## config.mk

```make
export PLATFORM = sky130hd
export DESIGN_NAME = gzt_queue
export DESIGN_NICKNAME = d
export VERILOG_FILES = /design/src/hw/rtl/gzt_pkg.sv /design/src/hw/rtl/gzt_queue.sv
export SDC_FILE = /design/constraint.sdc
export NUM_CORES = 1
export LEC_CHECK = 0
export ABC_CLOCK_PERIOD_IN_PS = 7410
export BUFFER_PORTS_ARGS = -buffer_cell sky130_fd_sc_hd__buf_2
export CAP_MARGIN = 15
export CORE_UTILIZATION = 50
export CTS_CLUSTER_DIAMETER = 50
export DETAILED_ROUTE_END_ITERATION = 10
export GPL_TIMING_DRIVEN = 0
export PLACE_DENSITY = 0.81
export SETUP_SLACK_MARGIN = 0.15
export SLEW_MARGIN = 20
export SYNTH_ARGS = -nofsm -noshare
export SYNTH_HDL_FRONTEND = slang
export SYNTH_SLANG_ARGS = --single-unit
export TNS_END_PERCENT = 1
```

## constraint.sdc

```tcl
create_clock -name clk -period 7.41 [get_ports clk]
set_clock_uncertainty 0.15 [all_clocks]
set_input_delay 1.1115 -clock clk [delete_from_list [all_inputs] [get_ports clk]]
set_output_delay 1.1115 -clock clk [all_outputs]
set_load 0.05 [all_outputs]
```

## src/hw/rtl/gzt_pkg.sv

```systemverilog
`default_nettype none
package gzt_pkg;

  localparam int MAX_FENCES = 4;
  localparam int FK_W = $clog2(MAX_FENCES);
  localparam int ANG_W = 35;
  localparam int COS_W = 34;
  localparam int CORDIC_ITERS = 30;

  typedef logic [1:0] zone_t;
  typedef logic [63:0] fpos_t;
  typedef logic [25:0] farea_t;

  localparam zone_t ZONE_HOME = 2'd0;
  localparam zone_t ZONE_UNKNOWN = 2'd3;

  typedef enum logic [1:0] {
    KIND_TICK  = 2'd0,
    KIND_SET   = 2'd1,
    KIND_CLEAR = 2'd2
  } kind_t;

  typedef enum logic [1:0] {
    OP_KEEP = 2'd0,
    OP_SET  = 2'd1,
    OP_SCAN = 2'd2
  } op_t;

  typedef struct packed {
    op_t                op;
    zone_t              zone;
    logic signed [30:0] lat;
    logic signed [31:0] lng;
  } cmd_t;

  typedef struct packed {
    logic                    start;
    logic signed [ANG_W-1:0] angle;
  } cordic_req_t;

  typedef struct packed {
    logic                    done;
    logic signed [COS_W-1:0] cos;
  } cordic_rsp_t;

  typedef enum logic [1:0] {
    C_IDLE,
    C_FOLD,
    C_MUL,
    C_ITER
  } cstate_t;

  typedef enum logic [2:0] {
    B_IDLE,
    B_FENCE,
    B_START,
    B_WAIT,
    B_P,
    B_Q,
    B_CMP
  } bstate_t;

  localparam logic [31:0] CHECK_MS = 32'd10000;
  localparam logic [31:0] OVERRIDE_MS = 32'd14400000;

  localparam logic signed [ANG_W-1:0] DEG_FULL = 35'sd3600000000;
  localparam logic signed [ANG_W-1:0] DEG_HALF = 35'sd1800000000;
  localparam logic signed [ANG_W-1:0] DEG_QUART = 35'sd900000000;
  localparam logic [24:0] RAD_Q24 = 25'd31441057;
  localparam logic [22:0] M_TO_DEG_Q16 = 23'd5893794;
  localparam logic signed [COS_W:0] ONE_Q30 = 35'sd1073741824;
  localparam logic signed [COS_W-1:0] CORDIC_GAIN = 34'sd652032874;

  function automatic logic signed [COS_W-1:0] atan_q30(input logic [4:0] i);
    logic signed [COS_W-1:0] v;
    begin
      case (i)
        5'd0:  v = 34'sh3243F6A8;
        5'd1:  v = 34'sh1DAC6705;
        5'd2:  v = 34'sh0FADBAFC;
        5'd3:  v = 34'sh07F56EA6;
        5'd4:  v = 34'sh03FEAB76;
        5'd5:  v = 34'sh01FFD55B;
        5'd6:  v = 34'sh00FFFAAA;
        5'd7:  v = 34'sh007FFF55;
        5'd8:  v = 34'sh003FFFEA;
        5'd9:  v = 34'sh001FFFFD;
        5'd10: v = 34'sh000FFFFF;
        5'd11: v = 34'sh0007FFFF;
        5'd12: v = 34'sh0003FFFF;
        5'd13: v = 34'sh0001FFFF;
        5'd14: v = 34'sh0000FFFF;
        5'd15: v = 34'sh00007FFF;
        5'd16: v = 34'sh00003FFF;
        5'd17: v = 34'sh00001FFF;
        5'd18: v = 34'sh00000FFF;
        5'd19: v = 34'sh000007FF;
        5'd20: v = 34'sh000003FF;
        5'd21: v = 34'sh000001FF;
        5'd22: v = 34'sh000000FF;
        5'd23: v = 34'sh0000007F;
        5'd24: v = 34'sh0000003F;
        5'd25: v = 34'sh0000001F;
        5'd26: v = 34'sh0000000F;
        5'd27: v = 34'sh00000008;
        5'd28: v = 34'sh00000004;
        5'd29: v = 34'sh00000002;
        default: v = '0;
      endcase
      return v;
    end
  endfunction

endpackage
`default_nettype wire

```

## src/hw/rtl/gzt_queue.sv

```systemverilog
`default_nettype none
module gzt_queue (
  input  wire logic          clk,
  input  wire logic          rst_n,
  input  wire logic          push,
  input  wire gzt_pkg::cmd_t din,
  output logic               full,
  input  wire logic          pop,
  output gzt_pkg::cmd_t      dout,
  output logic               empty
);
  import gzt_pkg::*;

  cmd_t       mem_r [2];
  logic       wr_r;
  logic       rd_r;
  logic [1:0] cnt_r;

  assign full = (cnt_r == 2'd2);
  assign empty = (cnt_r == 2'd0);
  assign dout = mem_r[rd_r];

  always_ff @(posedge clk) begin
    if (push && !full) begin
      mem_r[wr_r] <= din;
    end
  end

  always_ff @(posedge clk) begin
    if (!rst_n) begin
      wr_r <= 1'b0;
      rd_r <= 1'b0;
      cnt_r <= 2'd0;
    end else begin
      if (push && !full) begin
        wr_r <= !wr_r;
      end
      if (pop && !empty) begin
        rd_r <= !rd_r;
      end
      cnt_r <= cnt_r + 2'((push && !full) ? 1 : 0) - 2'((pop && !empty) ? 1 : 0);
    end
  end

endmodule
`default_nettype wire

```

### Word-level counts from Yosys, hierarchy flattened

Memories as Yosys holds them, arrays and structs flattened. A register that Yosys moved wholly into a read port is not among the register bits.
Index checks and enable logic that the tools add are counted.

* add/subtract/negate cells: 2
* equal/unequal tests: 1
* multiplexer cells: 6
* reduce and logical (&&, ||, !) cells: 7

Operators by type and width (count)
* 2-to-1 mux 1 bit: 6
* logical NOT 1 bit: 4
* adder 2 x 1 -> 2 bit: 1
* equality test 2 bit, second input constant: 1
* logical AND 1 bit: 2
* logical NOT 2 bit: 1
* subtractor 2 x 1 -> 2 bit: 1

* flip-flop bits (word level): 4
* memory bits (writable): 134
* output and inout bits: 69
* logic and storage cells: 20
* memories: 1

Memory list
* mem_r: depth 2, width 67, rd ports 1, clocked after Yosys merged registers in 1, wr ports 1, RTL line gzt_queue.sv:14 `cmd_t mem_r [2];`

### Longest topological paths before layout

* depth after elaboration: 6
* gate-level depth with buffers: 8

### Worst setup path before layout

No wires, ideal clock.

* path kind: in2reg
* start: input push
* end: memory mem_r[0][0] (netlist bit) (enable)
* setup time: 0.492 ns
* arrival time: 4.005 ns
* data required time: 6.768 ns
* setup slack: 2.763 ns
* cell stages on the path: 2
* path buffers: 0
* cells stage by stage: nand2_1 -> nor2_1

* cells in the longest elaborated chain, start to end: 3

RTL lines
* from (decl): RTL line gzt_queue.sv:5 `input wire logic push,`
* logical AND 1 bit: RTL line gzt_queue.sv:24 `if (push && !full) begin`
* 2-to-1 mux 1 bit: RTL line gzt_queue.sv:24
* 2-to-1 mux 1 bit (not written as such): RTL line gzt_queue.sv:25 `mem_r[wr_r] <= din;`
* to (decl): RTL line gzt_queue.sv:14

No other way between the ends.

==> summary.md <==
| Metric | Value |
|---|---|
| Number of detailed-route iterations in the first pass | 4 |
| Utilization after layout | 67.4% |
| Met1 layer usage reported by global route | 18.3% |
| Antenna diode count | 0 |
| Pwr per Cell Area | 404 mW/mm² |
| Share of the clock period used by the worst path | a little over two fifths |
| Storage cell area | 0.00412 mm² |
| PnR worst setup slack | 4.30 ns |
| Max-cap violation count | 0 |
| Num Clock Sinks | approximately 140 |
| Max-slew headroom at the worst pin | between 40% and 50% |
| Final Non-Filler Cells | 540 |
| Maximum operating frequency | 322 MHz |
| Library cells used by synthesis | 18 |
| Average routed wire per standard cell | 15.8 µm |
| Final setup violating endpoints | 0 |
| EDFF count, synth | 134 |
| Final std cell area, no fill | roughly 0.0067 mm² |
| Adder and majority cell fraction of the synthesized area | 0.483% |
| Syn nets | 306 |
| Final estimated routing congestion in global placement | 0.691 |
| Die height | around 100 µm |
| Routed wire length | 8540 µm |
| Critical path class | flop to primary output |
| Clock H-tree levels | 4 |
| Number of synthesized register bits | around 140 |
| Clk pin slew, worst setup/hold paths | about 0.06 ns |
| Number of DRC markers in iteration 0 | 127 |
| First-pass GRT wire length | 13,500 µm |
| Standby leakage power | 2.59 nW |
| Capturing element type of the critical path | primary output |
| Endpoint of the most critical register-to-register path | mem_r[0][37] |
| Final Critical Period | 3.11 ns |
| Vias | around 2,600 |
| Fraction of final layout cells with drive strength greater than 1 | 60.2% |
| Cts bufs inserted | 17 |
| Parity-gate share of the synthesized area counting xor and xnor cells | 0.507% |
| Number of cell rows | 36 |
| Worst path arrival time | 1.85 ns |
| Fraction of post-synthesis cell area in the top cell type by area | between 70% and 80% |
| Most used flip-flop cell after synthesis | sky130_fd_sc_hd__edfxtp_1 |
| Crit path capture | dout[42] |
| Leading area contributor after synthesis | sky130_fd_sc_hd__edfxtp_1 |
| GRT Max-Usage Layer | met2 |
| Total cell area at the placement stage | 0.00612 mm² |
| Antenna violations before repair | 1 |
| Synth top area cells | sky130_fd_sc_hd__edfxtp_1 (78%), sky130_fd_sc_hd__mux2_4 (8.7%), sky130_fd_sc_hd__mux2_2 (8.0%) |
| Worst r2r src | cnt_r[0] |
| DRC Markers | 0 |
| Outcome | finished, final reports clean |
| DRT antenna net count | 0 |
| RSZ-0062 raised after global routing | no |
| Post-synthesis mux area share | 16.9% |
| Post-synthesis to final-layout area growth | 28.8% |
| Number of hold violations in the final report | 0 |
| Flop-to-flop setup slack | 5.36 ns |
| Core Footprint | 0.00991 mm² |
| Part of the power in combinational logic | 33.7% |
| Data required time at the worst endpoint | slightly above 6 ns |
| Net switching share of the total power | 35.2% |
| Sequential area share after synthesis | 79.6% |
| Total power of the final layout | 2.69 mW |
| Number of I/O port buffers | 139 |
| NumNets Final | roughly 470 |
| Number of synthesis warnings | 0 |
| Post-CTS Setup Inserts | 0 |
| Power share of the sequential group | 37.7% |
| Via count of the first global-routing pass | 2,776 |
| Combinational family with the most area after synthesis | multiplexers |
| Fraction of registers with async set/reset | 0% |
| Path type of the worst min-delay path | flop to flop |
| Slowest Stage Delay on Critical Path | 0.36 ns |
| Top cells by instance count after synthesis | sky130_fd_sc_hd__edfxtp_1 (134), sky130_fd_sc_hd__mux2_2 (37), sky130_fd_sc_hd__mux2_4 (30) |
| Source-to-sink clock delay at the later pin of the worst-skew pair | just over 0.5 ns |
| Simple-gate share of the synthesized area | 1.13% |
| Global Route met3 Usage | a little under 6% |
| Met2 routing resource usage after global routing | between 20% and 30% |
| DP Worst Slack | ~4.7 ns |
| Compound-gate portion of the synthesized area | less than 1% |
| Clk Tree Root Cell | sky130_fd_sc_hd__clkbuf_8 |
| Global-route usage over all layers | about 17% |
| Design internal power | ~1.7 mW |
| IR Drop Worst-Case VDD | 0.211 mV |
| Actual slew at the worst max-slew pin | between 0.7 and 0.8 ns |
| Buffering stage count on the worst path with inverters included | 3 |
| Cts repair resizes | 0 |
| Die X-Extent | 104 µm |
| Syn avg cell area | roughly 22 µm² |
| Fill count | 695 |
| Register-to-Register Path Depth | 4 |
| Sum of overflow across all layers after global routing | 0 |
| Critical hold path startpoint | wr_r |
| Inst Count DP | approximately 500 |
| Critical-path cell with the highest stage delay | sky130_fd_sc_hd__dfxtp_1 |
| Pins Over Slew Limit | 0 |
| Critical Path Fanout Max | 10 |
| Switch Pwr | between 0.9 and 1 mW |
| Mapped Cells | 233 |
| Clock tree from TritonCTS | built |
| Crit path cell chain | buf_4 -> buf_6 -> mux2_4 -> buf_2 |
| Category of cells accounting for the largest share of critical-path delay | buffers and inverters |
| Effective utilization at floorplan | 52.3% |
| Combined area of the multi-input logic cells | 0.00101 mm² |
| Via density | 4.87 |
| Maximum buffer depth of the clock tree | 2 |
| Levels on crit path | 4 |
| Pin count of the biggest net entering global routing | 44 |
| Worst-case hold slack | 0.395 ns |
| Synthesized cell area | 0.00518 mm² |
| Total negative slack | 0 ns |
| Setup crit start kind | flop |
| Die footprint | 0.0108 mm² |
| Count leader, synth | sky130_fd_sc_hd__edfxtp_1 |
| Clock network fraction of design power | ~29% |
| Cts hold-fix bufs | 0 |
| Top-level I/O count | 140 |
| Sum of net half-perimeters after detailed placement | 5670 µm |
worst min-delay path: cells and delay by family (launching register included):
family,cells,cell delay [ns]
flip-flops,1,0.35
AND/OR/NAND/NOR,1,0.07
multiplexers,1,0.07
power by group through the flow:
stage | combinational [mW] | sequential, mW | clock [mW]
after floorplan | 0.721 | 1.03 | 0
after global placement | 0.884 | 1.04 | 0
after detailed placement | 0.916 | 1.03 | 0
after CTS | 0.919 | 1.02 | 0.784
after global routing | 0.951 | 1.03 | 0.813
final | 0.908 | 1.02 | 0.771
kinds of logic after synthesis:
family	Yosys count
AO/OA/AOI/OAI	1
XOR/XNOR	3
adder cells (fa/ha/maj)	2
buffers and inverters	9
flip-flops	139
multiplexers	68
AND/OR/NAND/NOR	11
sequential cells by signal, indices dropped and copies added, names as in the netlist, named ones only:
register / count
cnt_r: 2
mem_r: 134
rd_r: 1
wr_r: 1
cell type report:
class | count | area share [%]
repair buffers | 142 | 11.4
multi-input cells | 85 | 15.1
plain buffers | 7 | 0.843
well taps | 133 | 2.49
clock inverters | 12 | 1.87
clock buffers | 20 | 6.37
inverters | 2 | 0.112
flip-flops and latches | 139 | 61.8
layout by cell type (no fill, tap or decap), drive strengths merged:
master	count
inv	2
nand2b	2
o21a	1
mux2	67
and2	2
clkinv	6
and3	1
clkbuf	20
xnor2	3
mux2i	1
clkinvlp	4
nor2	2
bufinv	2
buf	149
ha	2
edfxtp	134
nor2b	2
dfxtp	5
nand2	2
how the worst min path moves through the flow:
stage               endpoint  slack, ns  depth (start not counted)
finish                  wr_r       0.40                          2
global placement        wr_r       0.32                          2
detailed placement      wr_r       0.39                          2
global route            wr_r       0.43                          2
floorplan               wr_r       0.30                          2
CTS                     wr_r       0.40                          2
per-layer routing:
metal	vias up	wire (µm)
li1	1242	-
met1	1271	3420
met2	98	4380
met3	18	552
met4	2	170
met5	-	16
(Power assumes the default switching activity.)
