$ cat src/hw/rtl/gzt_pkg.sv
`default_nettype none
package gzt_pkg;

  localparam int MAX_FENCES = 4;
  localparam int FK_W = $clog2(MAX_FENCES);
  localparam int ANG_W = 35;
  localparam int COS_W = 34;
  localparam int CORDIC_ITERS = 30;

  typedef logic [1:0] zone_t;
  typedef logic [63:0] fpos_t;
  typedef logic [25:0] farea_t;

  localparam zone_t ZONE_HOME = 2'd0;
  localparam zone_t ZONE_UNKNOWN = 2'd3;

  typedef enum logic [1:0] {
    KIND_TICK  = 2'd0,
    KIND_SET   = 2'd1,
    KIND_CLEAR = 2'd2
  } kind_t;

  typedef enum logic [1:0] {
    OP_KEEP = 2'd0,
    OP_SET  = 2'd1,
    OP_SCAN = 2'd2
  } op_t;

  typedef struct packed {
    op_t                op;
    zone_t              zone;
    logic signed [30:0] lat;
    logic signed [31:0] lng;
  } cmd_t;

  typedef struct packed {
    logic                    start;
    logic signed [ANG_W-1:0] angle;
  } cordic_req_t;

  typedef struct packed {
    logic                    done;
    logic signed [COS_W-1:0] cos;
  } cordic_rsp_t;

  typedef enum logic [1:0] {
    C_IDLE,
    C_FOLD,
    C_MUL,
    C_ITER
  } cstate_t;

  typedef enum logic [2:0] {
    B_IDLE,
    B_FENCE,
    B_START,
    B_WAIT,
    B_P,
    B_Q,
    B_CMP
  } bstate_t;

  localparam logic [31:0] CHECK_MS = 32'd10000;
  localparam logic [31:0] OVERRIDE_MS = 32'd14400000;

  localparam logic signed [ANG_W-1:0] DEG_FULL = 35'sd3600000000;
  localparam logic signed [ANG_W-1:0] DEG_HALF = 35'sd1800000000;
  localparam logic signed [ANG_W-1:0] DEG_QUART = 35'sd900000000;
  localparam logic [24:0] RAD_Q24 = 25'd31441057;
  localparam logic [22:0] M_TO_DEG_Q16 = 23'd5893794;
  localparam logic signed [COS_W:0] ONE_Q30 = 35'sd1073741824;
  localparam logic signed [COS_W-1:0] CORDIC_GAIN = 34'sd652032874;

  function automatic logic signed [COS_W-1:0] atan_q30(input logic [4:0] i);
    logic signed [COS_W-1:0] v;
    begin
      case (i)
        5'd0:  v = 34'sh3243F6A8;
        5'd1:  v = 34'sh1DAC6705;
        5'd2:  v = 34'sh0FADBAFC;
        5'd3:  v = 34'sh07F56EA6;
        5'd4:  v = 34'sh03FEAB76;
        5'd5:  v = 34'sh01FFD55B;
        5'd6:  v = 34'sh00FFFAAA;
        5'd7:  v = 34'sh007FFF55;
        5'd8:  v = 34'sh003FFFEA;
        5'd9:  v = 34'sh001FFFFD;
        5'd10: v = 34'sh000FFFFF;
        5'd11: v = 34'sh0007FFFF;
        5'd12: v = 34'sh0003FFFF;
        5'd13: v = 34'sh0001FFFF;
        5'd14: v = 34'sh0000FFFF;
        5'd15: v = 34'sh00007FFF;
        5'd16: v = 34'sh00003FFF;
        5'd17: v = 34'sh00001FFF;
        5'd18: v = 34'sh00000FFF;
        5'd19: v = 34'sh000007FF;
        5'd20: v = 34'sh000003FF;
        5'd21: v = 34'sh000001FF;
        5'd22: v = 34'sh000000FF;
        5'd23: v = 34'sh0000007F;
        5'd24: v = 34'sh0000003F;
        5'd25: v = 34'sh0000001F;
        5'd26: v = 34'sh0000000F;
        5'd27: v = 34'sh00000008;
        5'd28: v = 34'sh00000004;
        5'd29: v = 34'sh00000002;
        default: v = '0;
      endcase
      return v;
    end
  endfunction

endpackage
`default_nettype wire

$ cat src/hw/rtl/gzt_cordic.sv
`default_nettype none
module gzt_cordic (
  input  wire logic                 clk,
  input  wire logic                 rst_n,
  input  wire gzt_pkg::cordic_req_t req,
  output gzt_pkg::cordic_rsp_t      rsp
);
  import gzt_pkg::*;

  cstate_t                 st_r, st_nxt;
  logic signed [ANG_W-1:0] r_r, r_nxt;
  logic [29:0]             a_r, a_nxt;
  logic                    neg_r, neg_nxt;
  logic signed [COS_W-1:0] x_r, x_nxt, y_r, y_nxt, z_r, z_nxt;
  logic [4:0]              it_r, it_nxt;
  logic                    done_r, done_nxt;
  logic signed [COS_W-1:0] cos_r, cos_nxt;
  logic signed [ANG_W-1:0] r1, r2, r3, r4, ab;
  logic [54:0]             zprod;
  logic signed [COS_W-1:0] dx, dy, at;

  assign rsp.done = done_r;
  assign rsp.cos = cos_r;

  always_comb begin
    st_nxt = st_r;
    r_nxt = r_r;
    a_nxt = a_r;
    neg_nxt = neg_r;
    x_nxt = x_r;
    y_nxt = y_r;
    z_nxt = z_r;
    it_nxt = it_r;
    done_nxt = 1'b0;
    cos_nxt = cos_r;
    r1 = (req.angle >= DEG_FULL) ? req.angle - DEG_FULL : req.angle;
    r2 = (r1 < 0) ? r1 + DEG_FULL : r1;
    r3 = (r2 < 0) ? r2 + DEG_FULL : r2;
    r4 = (r_r >= DEG_HALF) ? r_r - DEG_FULL : r_r;
    ab = (r4 < 0) ? -r4 : r4;
    zprod = 55'(a_r) * 55'(RAD_Q24) + 55'(1 << 23);
    dx = y_r >>> it_r;
    dy = x_r >>> it_r;
    at = atan_q30(it_r);
    case (st_r)
      C_IDLE: begin
        if (req.start) begin
          r_nxt = r3;
          st_nxt = C_FOLD;
        end
      end
      C_FOLD: begin
        neg_nxt = (ab > DEG_QUART);
        a_nxt = (ab > DEG_QUART) ? 30'(DEG_HALF - ab) : 30'(ab);
        st_nxt = C_MUL;
      end
      C_MUL: begin
        z_nxt = $signed({3'b000, zprod[54:24]});
        x_nxt = CORDIC_GAIN;
        y_nxt = '0;
        it_nxt = 5'd0;
        st_nxt = C_ITER;
      end
      C_ITER: begin
        if (z_r >= 0) begin
          x_nxt = x_r - dx;
          y_nxt = y_r + dy;
          z_nxt = z_r - at;
        end else begin
          x_nxt = x_r + dx;
          y_nxt = y_r - dy;
          z_nxt = z_r + at;
        end
        it_nxt = it_r + 5'd1;
        if (it_r == 5'(CORDIC_ITERS - 1)) begin
          done_nxt = 1'b1;
          cos_nxt = neg_r ? -x_nxt : x_nxt;
          st_nxt = C_IDLE;
        end
      end
      default: st_nxt = C_IDLE;
    endcase
  end

  always_ff @(posedge clk) begin
    if (!rst_n) begin
      st_r <= C_IDLE;
      done_r <= 1'b0;
    end else begin
      st_r <= st_nxt;
      done_r <= done_nxt;
    end
  end

  always_ff @(posedge clk) begin
    r_r <= r_nxt;
    a_r <= a_nxt;
    neg_r <= neg_nxt;
    x_r <= x_nxt;
    y_r <= y_nxt;
    z_r <= z_nxt;
    it_r <= it_nxt;
    cos_r <= cos_nxt;
  end

endmodule
`default_nettype wire

$ cat config.mk
export PLATFORM = sky130hd
export DESIGN_NAME = gzt_cordic
export DESIGN_NICKNAME = d
export VERILOG_FILES = /design/src/hw/rtl/gzt_pkg.sv /design/src/hw/rtl/gzt_cordic.sv
export SDC_FILE = /design/constraint.sdc
export NUM_CORES = 2
export LEC_CHECK = 0
export ABC_AREA = 1
export BUFFER_PORTS_ARGS = -buffer_cell sky130_fd_sc_hd__buf_4
export CAP_MARGIN = 15
export CORE_ASPECT_RATIO = 1.5
export CORE_MARGIN = 8
export CORE_UTILIZATION = 30
export DETAILED_ROUTE_END_ITERATION = 12
export PLACE_DENSITY_LB_ADDON = 0.25
export RECOVER_POWER = 50
export SLEW_MARGIN = 20
export SYNTH_ARGS = -nofsm -noshare
export SYNTH_HDL_FRONTEND = slang
export SYNTH_SLANG_ARGS = --single-unit
export TNS_END_PERCENT = 10
$ cat constraint.sdc
create_clock -name clk -period 13.1 [get_ports clk]
set_input_delay 1.965 -clock clk [delete_from_list [all_inputs] [get_ports clk]]
set_output_delay 1.965 -clock clk [all_outputs]
set_load 0.05 [all_outputs]
---- Word-level counts from Yosys, hierarchy flattened ----
Memory sizes are Yosys's and may differ from the RTL's. A register that Yosys moved wholly into a read port is not among the register bits.
Cells that the tools add are included.
word-level totals
  register bits after elaboration ......... 210
  ROM bits ................................ 960
  bits of input ports ..................... 38
  output and inout bits ................... 35
  logic and storage cells ................. 68
  memories kept ........................... 1
memories
  memory           depth  bits a word  rd ports  clocked after memory_dff  wr ports  line           source
  (no name shown)  32     30           1         1                         0         gzt_pkg.sv:77  case (i)
operators by class
  $add $sub $neg .......................... 15
  multiply operators ...................... 1
  order comparisons ....................... 7
  equal/unequal tests ..................... 6
  shifts and indexed selects .............. 2
  mux-type cells .......................... 20
  reduce and logical (&&, ||, !) cells .... 6
operators with widths
  operator                count
  $pmux 34 s2             3
  $mux 35                 5
  $mux 34                 5
  $lt 35x1->1 const B     3
  $add 34x34->34          3
  $sub 34x34->34          3
  $add 35x33->35 const B  2
  $sub 35x33->35 const B  2
  $sshr 34x5->34          2
  $add 55x24->55 const B  1
  $mul 30x25->55 const B  1
  $ge 35x32->1 const B    1
  $ge 35x33->1 const B    1
  $gt 35x31->1 const B    1
  $neg 35->35             1
  $ge 34x1->1 const B     1
  $neg 34->34             1
  $mux 30                 1
  $sub 30x30->30 const A  1
  $pmux 5 s2              1
  $pmux 2 s4              1
  $reduce_and 2->1        4
  $add 5x1->5 const B     1
  $eq 5x5->1 const B      1
  other kinds (8)         11

---- Depth between registers and ports, before layout ----
  word-level depth ........................ 6
  mapped depth ............................ 46

---- Least setup slack after synthesis ----
OpenSTA, ideal clock, no wires.
  path type ............................... register to register
  from .................................... register a_r[7]
  to ...................................... register z_r[26] (data pin)
  library setup time ...................... 260 ps
  data arrival time ....................... 6509 ps
  required time ........................... 12840 ps
  setup slack ............................. 6331 ps
  cell stages (with the launch flop) ...... 26
  buffers on the path ..................... 0
  period minus slack after synthesis ...... 6769 ps
  cell sequence ........................... edfxtp_1 fa_1 inv_1 fa_1 inv_1 fa_1 fa_1 fa_1 inv_1 fa_1 fa_1 inv_1 ha_1 nand2_1 nor2_1 nand4_1 o211ai_1 a21boi_0 o31ai_1 a21boi_0 o21ai_0 nand3_1 nand3_1 nand2_1 nand2_1 o21ai_0
between the ends
  cells in the longest elaborated chain, start to end .. 3
ends and longest elaborated chain
  item                    line               source
  start, declared         gzt_cordic.sv:12   logic [29:0] a_r, a_nxt;
  start signal, assigned  gzt_cordic.sv:97   a_r <= a_nxt;
  $mul 30x25->55          gzt_cordic.sv:41   zprod = 55'(a_r) * 55'(RAD_Q24) + 55'(1 << 23);
  $add 55x24->55          gzt_cordic.sv:41
  $pmux 34 s2             gzt_cordic.sv:45   case (st_r)
  named net z_nxt[26]     gzt_cordic.sv:14   logic signed [COS_W-1:0] x_r, x_nxt, y_r, y_nxt, z_r, z_nxt;
  end signal, assigned    gzt_cordic.sv:101  z_r <= z_nxt;
  end, declared           gzt_cordic.sv:14
The timed path passes the listed nets, and every way through them passes these cells.
A chain may end at the register's enable or synchronous reset.

---- Final worst setup path ----
  from .................................... register it_r[0]
  to ...................................... register cos_r[28] (data pin)
between the ends
  cells in the longest elaborated chain, start to end .. 6
  elaborated cells on any way between the ends .. 7
  those cells by class .................... 3 x add/sub; 1 x shift; 3 x mux
ends and longest elaborated chain
  item                                              line                                source
  start, declared                                   gzt_cordic.sv:15                    logic [4:0] it_r, it_nxt;
  start signal, assigned                            gzt_cordic.sv:102                   it_r <= it_nxt;
  $sshr 34x5->34 (*)                                gzt_cordic.sv:42                    dx = y_r >>> it_r;
  $add 34x34->34 or $sub 34x34->34 (tied branches)  gzt_cordic.sv:70, gzt_cordic.sv:66
  $mux 34 (*)                                       gzt_cordic.sv:65                    if (z_r >= 0) begin
  $mux 34 (*)                                       gzt_cordic.sv:45
  $neg 34->34                                       gzt_cordic.sv:77                    cos_nxt = neg_r ? -x_nxt : x_nxt;
  $mux 34 (*)                                       gzt_cordic.sv:77
  end signal, assigned                              gzt_cordic.sv:103                   cos_r <= cos_nxt;
  end, declared                                     gzt_cordic.sv:17                    logic signed [COS_W-1:0] cos_r, cos_nxt;
Every way passes the cells marked *; elsewhere a longest branch is shown, timed or not. The select of a mux whose other input is x is not followed.

==> reports/metrics.yaml <==
floorplanning:
  core_area_mm2: 0.1247
  die_area_mm2: 0.1370
  die_y_um: 449.4
  initial_core_util_pct: 30.11
  rows: 159
  fp.dieW_um: 304.9
  top_level_ports: 73
synth:
  syn_area_per_cell_um2: 7.048
  seq_area_frac_synth_pct: 18.31
  syn_inst: 5329
  synth-main-ff-cell: "edfxtp_1"
  ys_warn_count: 0
  synth-edff-count: 207
  async_reset_ff_share_pct: 0
  yosys.cell_types.count: 70
  ys_ff_latch: 240
  synth_area_mm2: 0.03756
  syn-num-nets: 6007
clocking:
  ctsHoldBuffers: 0
  postCtsSetupBuffers: 0
  ctsLongestPathBuffers: 3
  cts_made_buffers: 28
  htreeDepth: 1
  cts-root-buf: "clkbuf_16"
  cts_resized: 0
  numClockSinks: 240
  clk_pin_slew_ns: 0.07
  cts_tree: "yes"
  insertion_delay_ns: 0.61
drt:
  drt_first_iter_violations: 2020
  wl_per_cell_um: 16.59
  postRouteWirelength_um: 115500
  vias_per_cell: 4.899
  drtAntennaViolNets: 0
  vias: 34108
  drc: 0
  drtPass1Iterations: 6
sta:
  slew_violations: 272
  finalClockSkew_ns: 0.03196
  slew-limit-headroom_pct: -163.4
  period_minus_slack_ns: 8.027
  setup_viol: 0
  fmax_mhz: 124.6
  post-route-period-util_pct: 61.27
  hold_viol: 0
  rsz0062_at_grt: "no"
  tns_ns: 0
  whs_ns: 0.6087
  tightest_slew_ns: 3.952
final_layout:
  fillCellCount: 13441
  multi_input_area_mm2: 0.02687
  seq_area_mm2: 0.006877
  nNetsFinal: 6007
  drive_gt1_share_pct: 3.812
  syn_to_final_growth_pct: 7.928
worst_setup_path:
  arrival_ns: 8.36
  path_buf_inv: 7
  slowest_delay_ns: 0.57
  end_kind: "flop"
  path_max_fanout: 80
  startpoint_type: "flop"
  worstPathRequired_ns: 13.43
  path_delay_family: "simple AND/OR/NAND/NOR gates"
  criticalPathCategory: "reg -> reg"
  crit_slowest_cell: "buf_4"
global_routing:
  grt_first_pass_wirelength_um: 184600
  track_usage_pct: 16.48
  grt_pass1_vias: 34855
  grt_max_degree: 81
  overflow: 0
  grt_antenna_before_repair: 1
min_path:
  min_path_type: "reg -> reg"
run_status:
  violations: "capacitance limit, slew limit"
  status: "finished with violations"
placed_design:
  io_buffers: 72
  gp_congestion: 0.9273
  dp_hpwl_um: 95770
run:
  cap_violations: 6
==> routing by layer <==
layer	wire (µm)	GRT usage, %	part of all wire (%)	vias up
li1	-	-	-	17275
met1	45780	18.19	40	15956
met2	61940	32.40	54	670
met3	3288	1.110	2.8	207
met4	4520	6.309	3.9	0
met5	0	0	0	-
==> worst paths after layout <==
kind / cells after the start / end / slack, ns / startpoint
setup / recovery: 39 / cos_r[28] / 5.07 / it_r[0]
hold reg to reg: 2 / st_r[1] / 0.61 / st_r[1]
hold / removal: 2 / st_r[1] / 0.61 / st_r[1]
setup reg to reg: 39 / cos_r[28] / 5.07 / it_r[0]
==> cell type report <==
type,instances,area share [%]
diodes,1,0.006173
clock buffers,34,1.938
clock inverters,18,0.4815
inverters,868,8.040
multi-input cells,4094,66.29
flip-flops and latches,240,16.96
well taps,1610,4.969
repair buffers,97,1.315
==> kinds of logic (layout without fill, tap and decap cells) <==
group	after synthesis	count (layout)	synth area share (%)
adders and majority gates	640	640	26.50
and+or+nand+nor	2305	2305	25.54
muxes	34	34	0.9061
AOI/OAI and AO/OA	864	864	12.70
buffers and inverters	995	1017	10.20
other	0	1	0
DFF	240	240	18.31
xor gates and xnor gates	251	251	5.853
==> Yosys cell counts, drive strengths merged, types with 3 or more instances <==
master,count,area (µm²)
a211oi,5,37.54
a21boi,10,75.07
a21o,7,52.55
a21oi,304,1536
a221oi,4,35.03
a22oi,5,37.54
a31oi,32,206.5
buf,58,314.0
clkbuf,69,260.2
clkinv,4,15.01
dfxtp,33,660.6
edfxtp,207,6216
fa,259,5185
ha,381,4767
inv,864,3243
mux2i,34,340.3
nand2,1323,5016
nand3,274,1396
nand3b,17,127.6
nand4,63,400.4
nor2,497,1893
nor3,70,371.6
nor3b,3,22.52
nor4,15,93.84
o211ai,29,217.7
o21a,26,195.2
o21ai,393,1978
o21bai,10,75.07
o221ai,4,35.03
o22ai,4,25.02
o31ai,13,97.59
or2,37,231.5
xnor2,54,473.0
xor2,197,1725
==> flip-flops by register name, indices dropped and copies added, names as in the netlist <==
signal / flops
done_r: 1
st_r: 2
x_r: 34
y_r: 34
r_r: 35
at: 30
z_r: 34
it_r: 5
cos_r: 34
a_r: 30
neg_r: 1
==> per-stage QoR <==
stage	area, µm²	util [%]	worst slack [ns]	cells
6_report	40540	32.50	5.073	6962
3_5_place_dp	39750	31.87	5.257	6909
4_1_cts	40730	32.66	5.147	6961
5_1_grt	40540	32.50	4.049	6962
3_3_place_gp	39750	31.87	5.336	6909
2_1_floorplan	37560	-	6.331	5329
==> cell usage in the layout, fill, tap and decap left out, types with 5 or more instances in the layout <==
master / instances
ha_1: 380
xor2_1: 197
nand2_2: 14
edfxtp_1: 207
buf_4: 45
o31ai_1: 13
nand4_1: 62
inv_1: 836
a31oi_1: 31
o21ai_1: 29
mux2i_1: 34
o21a_1: 26
a21oi_1: 300
o21bai_1: 10
or2_2: 34
nor2_1: 485
clkbuf_1: 54
inv_2: 28
nand3_1: 269
o211ai_1: 29
clkbuf_16: 30
nor3_1: 67
a22oi_1: 5
a21boi_0: 10
a211oi_1: 5
o21ai_0: 361
dfxtp_1: 33
nor2_2: 11
nor4_1: 15
fa_1: 259
xnor2_1: 54
nand3_2: 5
nand2_1: 1307
a21o_1: 7
nand3b_1: 17
clkinv_1: 5
==> worst reg2reg max path: cells and delay by family (launching register included) <==
family                   cells  cell delay, ns
AND/OR/NAND/NOR             20            2.41
XOR/XNOR                     3            0.84
buffers and inverters        7            1.74
flip-flops                   1            0.32
AO/OA/AOI/OAI                8            2.14
adder cells (fa/ha/maj)      1            0.30
Power is not shown: default switching activity piles up to over one toggle a cycle in this logic, so the estimate is an artifact.
