`config.mk`:
```
export PLATFORM = sky130hd
export DESIGN_NAME = gzt_front
export DESIGN_NICKNAME = d
export VERILOG_FILES = /design/src/hw/rtl/gzt_pkg.sv /design/src/hw/rtl/gzt_front.sv
export SDC_FILE = /design/constraint.sdc
export NUM_CORES = 1
export LEC_CHECK = 0
export ABC_AREA = 0
export BUFFER_PORTS_ARGS = -buffer_cell sky130_fd_sc_hd__buf_2
export CORE_ASPECT_RATIO = 1.2
export CORE_MARGIN = 1.5
export CORE_UTILIZATION = 35
export DETAILED_ROUTE_END_ITERATION = 10
export MAX_ROUTING_LAYER = met4
export PLACE_DENSITY = 0.61
export SLEW_MARGIN = 20
export SYNTH_ARGS = -nofsm -noshare
export SYNTH_HDL_FRONTEND = slang
export SYNTH_SLANG_ARGS = --single-unit
```
`constraint.sdc`:
```
create_clock -name clk -period 7.3 [get_ports clk]
set_input_delay 0.365 -clock clk [delete_from_list [all_inputs] [get_ports clk]]
set_output_delay 0.365 -clock clk [all_outputs]
set_load 0.005 [all_outputs]
```
`src/hw/rtl/gzt_pkg.sv`:
```
`default_nettype none
package gzt_pkg;

  localparam int MAX_FENCES = 4;
  localparam int FK_W = $clog2(MAX_FENCES);
  localparam int ANG_W = 35;
  localparam int COS_W = 34;
  localparam int CORDIC_ITERS = 30;

  typedef logic [1:0] zone_t;
  typedef logic [63:0] fpos_t;
  typedef logic [25:0] farea_t;

  localparam zone_t ZONE_HOME = 2'd0;
  localparam zone_t ZONE_UNKNOWN = 2'd3;

  typedef enum logic [1:0] {
    KIND_TICK  = 2'd0,
    KIND_SET   = 2'd1,
    KIND_CLEAR = 2'd2
  } kind_t;

  typedef enum logic [1:0] {
    OP_KEEP = 2'd0,
    OP_SET  = 2'd1,
    OP_SCAN = 2'd2
  } op_t;

  typedef struct packed {
    op_t                op;
    zone_t              zone;
    logic signed [30:0] lat;
    logic signed [31:0] lng;
  } cmd_t;

  typedef struct packed {
    logic                    start;
    logic signed [ANG_W-1:0] angle;
  } cordic_req_t;

  typedef struct packed {
    logic                    done;
    logic signed [COS_W-1:0] cos;
  } cordic_rsp_t;

  typedef enum logic [1:0] {
    C_IDLE,
    C_FOLD,
    C_MUL,
    C_ITER
  } cstate_t;

  typedef enum logic [2:0] {
    B_IDLE,
    B_FENCE,
    B_START,
    B_WAIT,
    B_P,
    B_Q,
    B_CMP
  } bstate_t;

  localparam logic [31:0] CHECK_MS = 32'd10000;
  localparam logic [31:0] OVERRIDE_MS = 32'd14400000;

  localparam logic signed [ANG_W-1:0] DEG_FULL = 35'sd3600000000;
  localparam logic signed [ANG_W-1:0] DEG_HALF = 35'sd1800000000;
  localparam logic signed [ANG_W-1:0] DEG_QUART = 35'sd900000000;
  localparam logic [24:0] RAD_Q24 = 25'd31441057;
  localparam logic [22:0] M_TO_DEG_Q16 = 23'd5893794;
  localparam logic signed [COS_W:0] ONE_Q30 = 35'sd1073741824;
  localparam logic signed [COS_W-1:0] CORDIC_GAIN = 34'sd652032874;

  function automatic logic signed [COS_W-1:0] atan_q30(input logic [4:0] i);
    logic signed [COS_W-1:0] v;
    begin
      case (i)
        5'd0:  v = 34'sh3243F6A8;
        5'd1:  v = 34'sh1DAC6705;
        5'd2:  v = 34'sh0FADBAFC;
        5'd3:  v = 34'sh07F56EA6;
        5'd4:  v = 34'sh03FEAB76;
        5'd5:  v = 34'sh01FFD55B;
        5'd6:  v = 34'sh00FFFAAA;
        5'd7:  v = 34'sh007FFF55;
        5'd8:  v = 34'sh003FFFEA;
        5'd9:  v = 34'sh001FFFFD;
        5'd10: v = 34'sh000FFFFF;
        5'd11: v = 34'sh0007FFFF;
        5'd12: v = 34'sh0003FFFF;
        5'd13: v = 34'sh0001FFFF;
        5'd14: v = 34'sh0000FFFF;
        5'd15: v = 34'sh00007FFF;
        5'd16: v = 34'sh00003FFF;
        5'd17: v = 34'sh00001FFF;
        5'd18: v = 34'sh00000FFF;
        5'd19: v = 34'sh000007FF;
        5'd20: v = 34'sh000003FF;
        5'd21: v = 34'sh000001FF;
        5'd22: v = 34'sh000000FF;
        5'd23: v = 34'sh0000007F;
        5'd24: v = 34'sh0000003F;
        5'd25: v = 34'sh0000001F;
        5'd26: v = 34'sh0000000F;
        5'd27: v = 34'sh00000008;
        5'd28: v = 34'sh00000004;
        5'd29: v = 34'sh00000002;
        default: v = '0;
      endcase
      return v;
    end
  endfunction

endpackage
`default_nettype wire

```
`src/hw/rtl/gzt_front.sv`:
```
`default_nettype none
module gzt_front (
  input  wire logic               clk,
  input  wire logic               rst_n,
  input  wire logic               push,
  output logic                    full,
  input  wire logic [1:0]         in_kind,
  input  wire logic [31:0]        in_now_ms,
  input  wire logic               in_has_fix,
  input  wire logic signed [30:0] in_latitude,
  input  wire logic signed [31:0] in_longitude,
  input  wire gzt_pkg::zone_t     in_override_zone,
  output logic                    q_push,
  output gzt_pkg::cmd_t           q_cmd,
  input  wire logic               q_full
);
  import gzt_pkg::*;

  zone_t       fz_r, fz_nxt;
  logic [31:0] fu_r, fu_nxt;
  logic [31:0] last_r, last_nxt;
  logic        expired;
  zone_t       fz_eff;

  assign full = q_full;
  assign q_push = push && !q_full;

  always_comb begin
    fz_nxt = fz_r;
    fu_nxt = fu_r;
    last_nxt = last_r;
    expired = (fu_r != 32'd0) && (in_now_ms >= fu_r);
    fz_eff = expired ? ZONE_UNKNOWN : fz_r;
    q_cmd.op = OP_KEEP;
    q_cmd.zone = fz_eff;
    q_cmd.lat = in_latitude;
    q_cmd.lng = in_longitude;
    case (in_kind)
      KIND_TICK: begin
        if (expired) begin
          fz_nxt = ZONE_UNKNOWN;
          fu_nxt = 32'd0;
        end
        if (fz_eff != ZONE_UNKNOWN) begin
          q_cmd.op = OP_SET;
        end else if ((in_now_ms - last_r) >= CHECK_MS) begin
          last_nxt = in_now_ms;
          q_cmd.op = in_has_fix ? OP_SCAN : OP_KEEP;
        end
      end
      KIND_SET: begin
        fz_nxt = in_override_zone;
        fu_nxt = in_now_ms + OVERRIDE_MS;
      end
      KIND_CLEAR: begin
        fz_nxt = ZONE_UNKNOWN;
        fu_nxt = 32'd0;
      end
      default: begin
      end
    endcase
  end

  always_ff @(posedge clk) begin
    if (!rst_n) begin
      fz_r <= ZONE_UNKNOWN;
      fu_r <= 32'd0;
      last_r <= 32'd0;
    end else if (q_push) begin
      fz_r <= fz_nxt;
      fu_r <= fu_nxt;
      last_r <= last_nxt;
    end
  end

endmodule
`default_nettype wire

```
After elaboration in Yosys (flattened, before gate mapping)
Index checks and enable logic that the tools add are counted.
{ "word_totals": {"word_cells": 29, "out_inout_bits": 69, "input_bits": 104, "reg_bits": 66} }
{ "classes": {"reduce_logical": 9, "addsub": 2, "n_mux": 8, "bitwise_logic": 1, "magnitude_cmp": 2, "eq_ne": 4} }
{ "op_table": {"columns": ["op", "n"], "rows": [
  ["$pmux 32 s3", 1],
  ["$add 32x24->32 const B", 1],
  ["$ge 32x14->1 const B", 1],
  ["$ge 32x32->1", 1],
  ["$mux 32", 1],
  ["$reduce_bool 32->1", 1],
  ["$sub 32x32->32", 1],
  ["$mux 2", 5],
  ["$pmux 2 s3", 1],
  ["$ne 2x2->1 const B", 2],
  ["$reduce_and 4->1", 1],
  ["$reduce_and 3->1", 1],
  ["$reduce_bool 3->1", 1],
  ["$eq 2x1->1 const B", 1],
  ["$eq 2x2->1 const B", 1],
  ["$logic_and 1x1->1", 2],
  ["$logic_not 2->1", 1],
  ["$reduce_and 2->1", 1],
  ["$logic_not 1->1", 1],
  ["$not 1->1", 1]
]} }

Longest topological paths before layout
Gate-level depths: netlist of run 1.
{ "depth": {"ltp_word": 6, "ltp_mapped": 16, "depth_no_buf": 15} }

Worst setup path after synthesis of run 1
OpenSTA, ideal clock, no wires.
{ "synth_path": {"path_type": "input to register", "start": "input port in_now_ms[0]", "end": "register last_r[0]", "path_slack_ns": 3.898, "cell_stages": 16, "path_buffers": 1, "arrival_time_ns": 3.283, "setup_time_ns": 0.120, "t_required_ns": 7.180, "path_cell_list": "inv_1 -> ha_1 -> inv_1 -> fa_1 -> a21o_2 -> nand4_1 -> a21oi_2 -> o31ai_4 -> a2111oi_2 -> or3_1 -> a211oi_2 -> nand4_2 -> nor4_4 -> nor4_4 -> buf_6 -> mux2i_1"} }
{ "synth_via": {"elab_chain_len": 6, "word_cells_on_any_way": 8, "cone_classes": "add/sub: 1; order compare: 2; eq/ne: 1; mux: 1; bitwise: 1; reduce/logical: 2"} }
{ "synth_lines": {"columns": ["element", "line_no", "rtl"], "rows": [
  ["start, declared", "gzt_front.sv:8", "input wire logic [31:0] in_now_ms,"],
  ["branches (longest 6 deep; another with $sub 32x32->32)", null, null],
  ["end signal, assigned", "gzt_front.sv:72", "last_r <= last_nxt;"],
  ["end, declared", "gzt_front.sv:21", "logic [31:0] last_r, last_nxt;"]
]} }
Parallel ways; which one is timed is not known.
A chain may end at the register's enable or synchronous reset.

==> impl_metrics.ini, run 1 <==
[run_status]
outcome = complete, no violations

[drt]
drt-wirelength-per-cell_um = 15.2
dr.pass1.iters = 6
drt_wl_total_um = 16600
remaining_drc_errors = 0
via_count = 5797
ant_nets = 0
drt_iter0_drc = 333
vias_per_cell = 5.29

[yosys]
syn-num-nets = 1041
syn-instance-count = 868
syn-cell-area_um2 = 6710
synth-adder-area-share_pct = 13.0
synth-main-ff-cell = dfxtp_1
yosys.area_share.simple_pct = 20.9
synth_compound_area_share_pct = 21.0
muxShareOfSynthArea_pct = 5.07
synth_xor_area_share_pct = 5.21
yosysSeqAreaShare_pct = 19.7
synth_top_family_by_area = compound AO/OA/AOI/OAI gates
syn_area_per_cell_um2 = 7.73
async_reset_ff_share_pct = 0
yosysWarnings = 0
synth_cell_types = 79
ys_ff_latch = 66
synth_edf_count = 0

[worst_setup_path]
cp.arrival_ns = 3.83
crit_chain = inv_1 > ha_1 > nand4_2 > or2_1 > a211o_1 > a311oi_2 > nor3_1 > nor2_1 > xor2_1 > or4_4 > nor4_4 > nor3_1 > buf_2
worstSetupPathType = register to primary output
max_stage_delay_ns = 0.55
worstPathRequired_ns = 6.93
critPathSlowestCell = or4_4
r2r_cells = 14
cp-end-kind = primary output
crit_start = last_r[8]
ff2ff_setup_slack_ns = 3.33
start_kind = register
cp_common_cell = nor3_1
setup.worst_path.end = q_cmd[66]
r2r-start = last_r[8]
rr_endpoint = last_r[19]
cp_max_fo = 8

[power]
p_per_area_nw_per_um2 = 167
ir_worst_vdd_mv = 0.114
p_total_mw = 1.15
p_leak_nw = 2.54

[global_route]
antenna_found_initial = 0
grt_first_pass_wirelength_um = 27100
grt_max_degree = 74
grt_overflow = 0
track_usage_pct = 17.4
grt_pass1_vias = 5452

[floorplan]
die_area_um2 = 20000
fp-row-count = 55
pin_count = 173
start_util_pct = 35.7
die_h_um = 155
die_w_um = 129
core_area_um2 = 18800

[clock_network]
numCtsBuffers = 9
path_clk_slew_ns = 0.06
cts_root_buf = clkbuf_16
clk_path_buf_depth = 2
post_cts_buffers = 0
cts_tree = built
htreeDepth = 3
cts_resized = 0
cts.hold.buffers_added = 0
clock_sinks = 66
insertion_delay_ns = 0.34

[sta]
fmax_mhz = 239
worst_slew_pin_slew_ns = 1.07
hold_violations = 0
period_needed_ns = 4.19
grt_setup_unrepaired = false
fin_crit_sh_pct = 57.4
max_slew_margin_pct = 28.3
setup_viol = 0
skew_ns = 0.00649
slew_viol_final = 0
setup-tns-final_ns = 0

[min_path]
hold_path_class = input port to register

[finish]
final_cell_mix = nand2_1, inv_1, ha_1
layout-drive-gt1-share_pct = 12.3
fin_nets = 1007
multiInputGateArea_um2 = 4390
fillers = 1956
seq_area_um2 = 1320
final_common_cell = nand2_1
antenna_cells = 0
syn_to_final_growth_pct = 3.12

[placement]
dp_hpwl_um = 12800
place.gp.congestion = 0.907
io_buffer_count = 46

[job]
cap_viol_max_count = 0
==> per-layer routing <==
metal / share of wire, % / GRT usage (%) / vias to the layer above
li1: - / - / 2928
met1: 45 / 21.2 / 2730
met2: 50 / 29.3 / 104
met3: 3.3 / 2.04 / 35
met4: 2.1 / 6.53 / 0
met5: 0 / - / -
==> synthesized netlist by cell type, types with 4 or more instances <==
| master | instances | share of area [%] |
|---|---|---|
| ha_1 | 68 | 13 |
| nand4_1 | 14 | 1.3 |
| a22oi_1 | 11 | 1.2 |
| inv_1 | 79 | 4.4 |
| o31ai_1 | 20 | 2.2 |
| a21o_1 | 18 | 2.0 |
| mux2i_1 | 34 | 5.1 |
| o211ai_1 | 5 | 0.56 |
| nand2b_1 | 6 | 0.56 |
| xnor2_1 | 21 | 2.7 |
| dfxtp_1 | 66 | 20 |
| nand2_1 | 116 | 6.5 |
| o21ai_0 | 28 | 2.1 |
| buf_6 | 6 | 1.0 |
| a21oi_1 | 49 | 3.7 |
| nor3_1 | 13 | 0.97 |
| xor2_1 | 17 | 2.2 |
| a31oi_1 | 17 | 1.6 |
| o21ai_1 | 7 | 0.52 |
| nor4_1 | 10 | 0.93 |
| buf_4 | 66 | 7.4 |
| o21bai_1 | 4 | 0.45 |
| a211oi_1 | 4 | 0.45 |
| nand3_1 | 47 | 3.5 |
| nor2_1 | 38 | 2.1 |
| clkbuf_8 | 6 | 1.2 |
| o21a_1 | 5 | 0.56 |
| clkbuf_1 | 15 | 0.84 |
==> metrics by stage <==
step / util (%) / cells / setup slack [ns] / hold WS [ns] / instance area, µm²
final: 36.8 / 1095 / 3.11 / 0.269 / 6920
after CTS: 36.8 / 1095 / 3.11 / 0.266 / 6920
after floorplan: - / 868 / 3.90 / 0.435 / 6710
after global placement: 35.1 / 1079 / 3.18 / 0.442 / 6590
after detailed placement: 35.1 / 1079 / 3.13 / 0.447 / 6590
after global routing: 36.8 / 1095 / 2.91 / 0.278 / 6920
==> layout make-up <==
class / count / area share [%]
well taps: 256 / 4.63
inverters: 80 / 4.34
multi-input cells: 627 / 63.4
flip-flops and latches: 66 / 19.1
repair buffers: 50 / 3.76
clock inverters: 7 / 1.48
clock buffers: 9 / 3.26
==> how the worst min path moves through the flow <==
| stage | from | to | slack [ns] | cells after the start |
|---|---|---|---|---|
| 2_1_floorplan | last_r[10] | last_r[10] | 0.43 | 2 |
| 3_3_place_gp | last_r[5] | last_r[5] | 0.44 | 2 |
| 3_5_place_dp | last_r[17] | last_r[17] | 0.45 | 2 |
| 4_1_cts | in_override_zone[0] | fz_r[0] | 0.27 | 3 |
| 5_1_grt | in_override_zone[1] | fz_r[1] | 0.28 | 3 |
| 6_report | in_override_zone[0] | fz_r[0] | 0.27 | 3 |
==> flip-flops by register name, summed over array words and instances (netlist names) <==
signal	cells
fz_r	2
last_r	32
fu_r	32
==> report_power, final <==
| group | switching [mW] | internal (mW) |
|---|---|---|
| registers | 0.00547 | 0.368 |
| clock network | 0.177 | 0.302 |
| logic | 0.189 | 0.111 |
==> cell families after synthesis <==
group	after synthesis
simple gates	283
compound gates	202
buf+inv	175
fa+ha+maj	69
flops	66
xor+xnor	39
mux	34
==> critical path: cells and delay by family (launching register included) <==
family	cells	cell delay (ns)
AO/OA/AOI/OAI	2	0.74
AND/OR/NAND/NOR	7	1.73
adder cells (fa/ha/maj)	1	0.43
flip-flops	1	0.33
XOR/XNOR	1	0.08
buffers and inverters	2	0.18
Note: power is estimated with default switching activity, not from simulation.
==> inputs of run 2 (changes only) <==
--- a/config.mk
+++ b/config.mk
@@ -12,7 +12,7 @@
 export CORE_UTILIZATION = 35
 export DETAILED_ROUTE_END_ITERATION = 10
 export MAX_ROUTING_LAYER = met4
-export PLACE_DENSITY = 0.61
+export PLACE_DENSITY = 0.63
 export SLEW_MARGIN = 20
 export SYNTH_ARGS = -nofsm -noshare
 export SYNTH_HDL_FRONTEND = slang
==> constraint.sdc (replaced) <==
create_clock -name clk -period 3.7 [get_ports clk]
set_input_delay 0.185 -clock clk [delete_from_list [all_inputs] [get_ports clk]]
set_output_delay 0.185 -clock clk [all_outputs]
set_load 0.005 [all_outputs]
==> run 2 against run 1 <==
Net effect: non-clock buffer count up 39; sequential share of layout area down 1.4 points; the flow now finishes with violations (setup timing); clock skew up 0.0066 ns; utilization up 3.0 points.
==> impl_metrics.ini, run 2 (synthesis gave the netlist of run 1 again) <==
[sta]
fmax_mhz = 267
grt_setup_unrepaired = true
fin_crit_sh_pct = 101
setup-tns-final_ns = -0.0460
slew_viol_final = 0
max_slew_margin_pct = 43.3
setup_viol = 1
skew_ns = 0.0131
setup_ws_ns = -0.0460
period_needed_ns = 3.75
hold_violations = 0
worst_slew_pin_slew_ns = 0.850

[finish]
seq_area_um2 = 1330
largestRegisters = fu_r (32), last_r (32), fz_r (2)
layout-drive-gt1-share_pct = 19.9
final_cell_mix = nand2_1, inv_1, dfxtp_1
fillers = 1959
final_common_cell = nand2_1
fin_nets = 1046
antenna_cells = 0
syn_to_final_growth_pct = 11.5
multiInputGateArea_um2 = 4610
final_cell_area_um2 = 7470
fin_cells = 1134

[floorplan]
die_area_um2 = 20000
fp-row-count = 55
core_area_um2 = 18800
die_h_um = 155
start_util_pct = 35.7
die_w_um = 129
pin_count = 173

[global_route]
antenna_found_initial = 0
grt_overflow = 0
track_usage_pct = 18.2
grt_first_pass_wirelength_um = 28300
grt_max_degree = 73
grt_pass1_vias = 5699

[power]
p_leak_nw = 2.76
p_per_area_nw_per_um2 = 304
ir_worst_vdd_mv = 0.244

[drt]
drt-wirelength-per-cell_um = 15.7
drt_iter0_drc = 280
drt_wl_total_um = 17800
remaining_drc_errors = 0
ant_nets = 0
vias_per_cell = 5.33
dr.pass1.iters = 5
via_count = 6041

[min_path]
min_path_cells = 3
hold_path_class = input port to register

[clock_network]
path_clk_slew_ns = 0.06
clock_sinks = 66
insertion_delay_ns = 0.34
numCtsBuffers = 9
cts_tree = built
cts_root_buf = clkbuf_16
htreeDepth = 3
clk_path_buf_depth = 2
cts.hold.buffers_added = 0

[worst_setup_path]
cp_max_fo = 7
worstSetupPathType = register to primary output
cp.arrival_ns = 3.56
r2r_cells = 17
start_kind = register
cp-end-kind = primary output
worstPathRequired_ns = 3.51

[placement]
place_inst = 1104
dp_hpwl_um = 13200
place_area_um2 = 6800
io_buffer_count = 46
place.gp.congestion = 0.837

[job]
cap_viol_max_count = 0

[run_status]
violations = setup timing
outcome = finished with violations
-- run 2: cell count changes in the layout (fill, tap and decap cells not counted), sizes merged --
cell / previous run / this run
bufinv: 2 / 1
buf: 50 / 87
clkinvlp: 1 / 2
inv: 81 / 80
clkbuf: 9 / 12
-- run 2: final timing paths --
kind,from,to,slack [ns]
max,last_r[10],q_cmd[66],-0.05
min,in_override_zone[1],fz_r[1],0.10
max reg2reg,last_r[10],last_r[13],0.01
min reg2reg,last_r[28],last_r[28],0.45
-- run 2: metal layers --
metal | vias to the layer above | GRT usage (%) | wire [µm]
li1 | 3017 | - | -
met1 | 2835 | 21.9 | 7780
met2 | 151 | 30.1 | 8730
met3 | 38 | 2.46 | 742
met4 | 0 | 7.92 | 592
met5 | - | - | 0
-- run 2: per-stage QoR --
stage,utilization (%),hold slack [ns],power [mW],setup WS (ns)
CTS,38.1,0.104,2.23,-0.109
floorplan,-,0.327,1.24,0.351
detailed placement,36.2,0.370,1.38,-0.00712
global route,39.8,0.112,2.38,-0.148
finish,39.8,0.104,2.27,-0.0460
global placement,36.2,0.370,1.37,0.0632
-- run 2: where the power goes --
| group | internal [mW] | leakage (nW) | switching, mW | total (mW) |
|---|---|---|---|---|
| logic | 0.274 | 2.09 | 0.408 | 0.682 |
| clock network | 0.522 | 0.139 | 0.330 | 0.852 |
| registers | 0.727 | 0.535 | 0.0110 | 0.738 |
-- run 2: area by class of cell --
type	instances	area share [%]
Clock buffer	10	3.06
Sequential cell	66	17.7
Timing Repair Buffer	89	8.30
Clock inverter	6	0.904
Inverter	80	4.02
Multi-Input combinational cell	627	61.7
Tap cell	256	4.29
-- run 2: timing repair --
action / in CTS / in global routing
pin swaps: 9 / 26
setup buffers: 4 / 8
gates cloned: 0 / 2
hold endpoints to repair: 0 / 0
setup endpoints to repair: 1 / 34
gates resized for setup: 9 / 40
-- run 2: critical path, stage by stage (launching register included) --
cell       delay, ns
dfxtp_1         0.33
inv_1           0.04
ha_1            0.29
buf_4           0.15
nand4_1         0.18
nor3_2          0.25
o211ai_1        0.16
nand3_2         0.15
a21oi_2         0.10
o311a_4         0.34
a2111oi_4       0.33
nand4_2         0.16
nor4_4          0.37
buf_4           0.18
nor3_2          0.03
buf_2           0.14
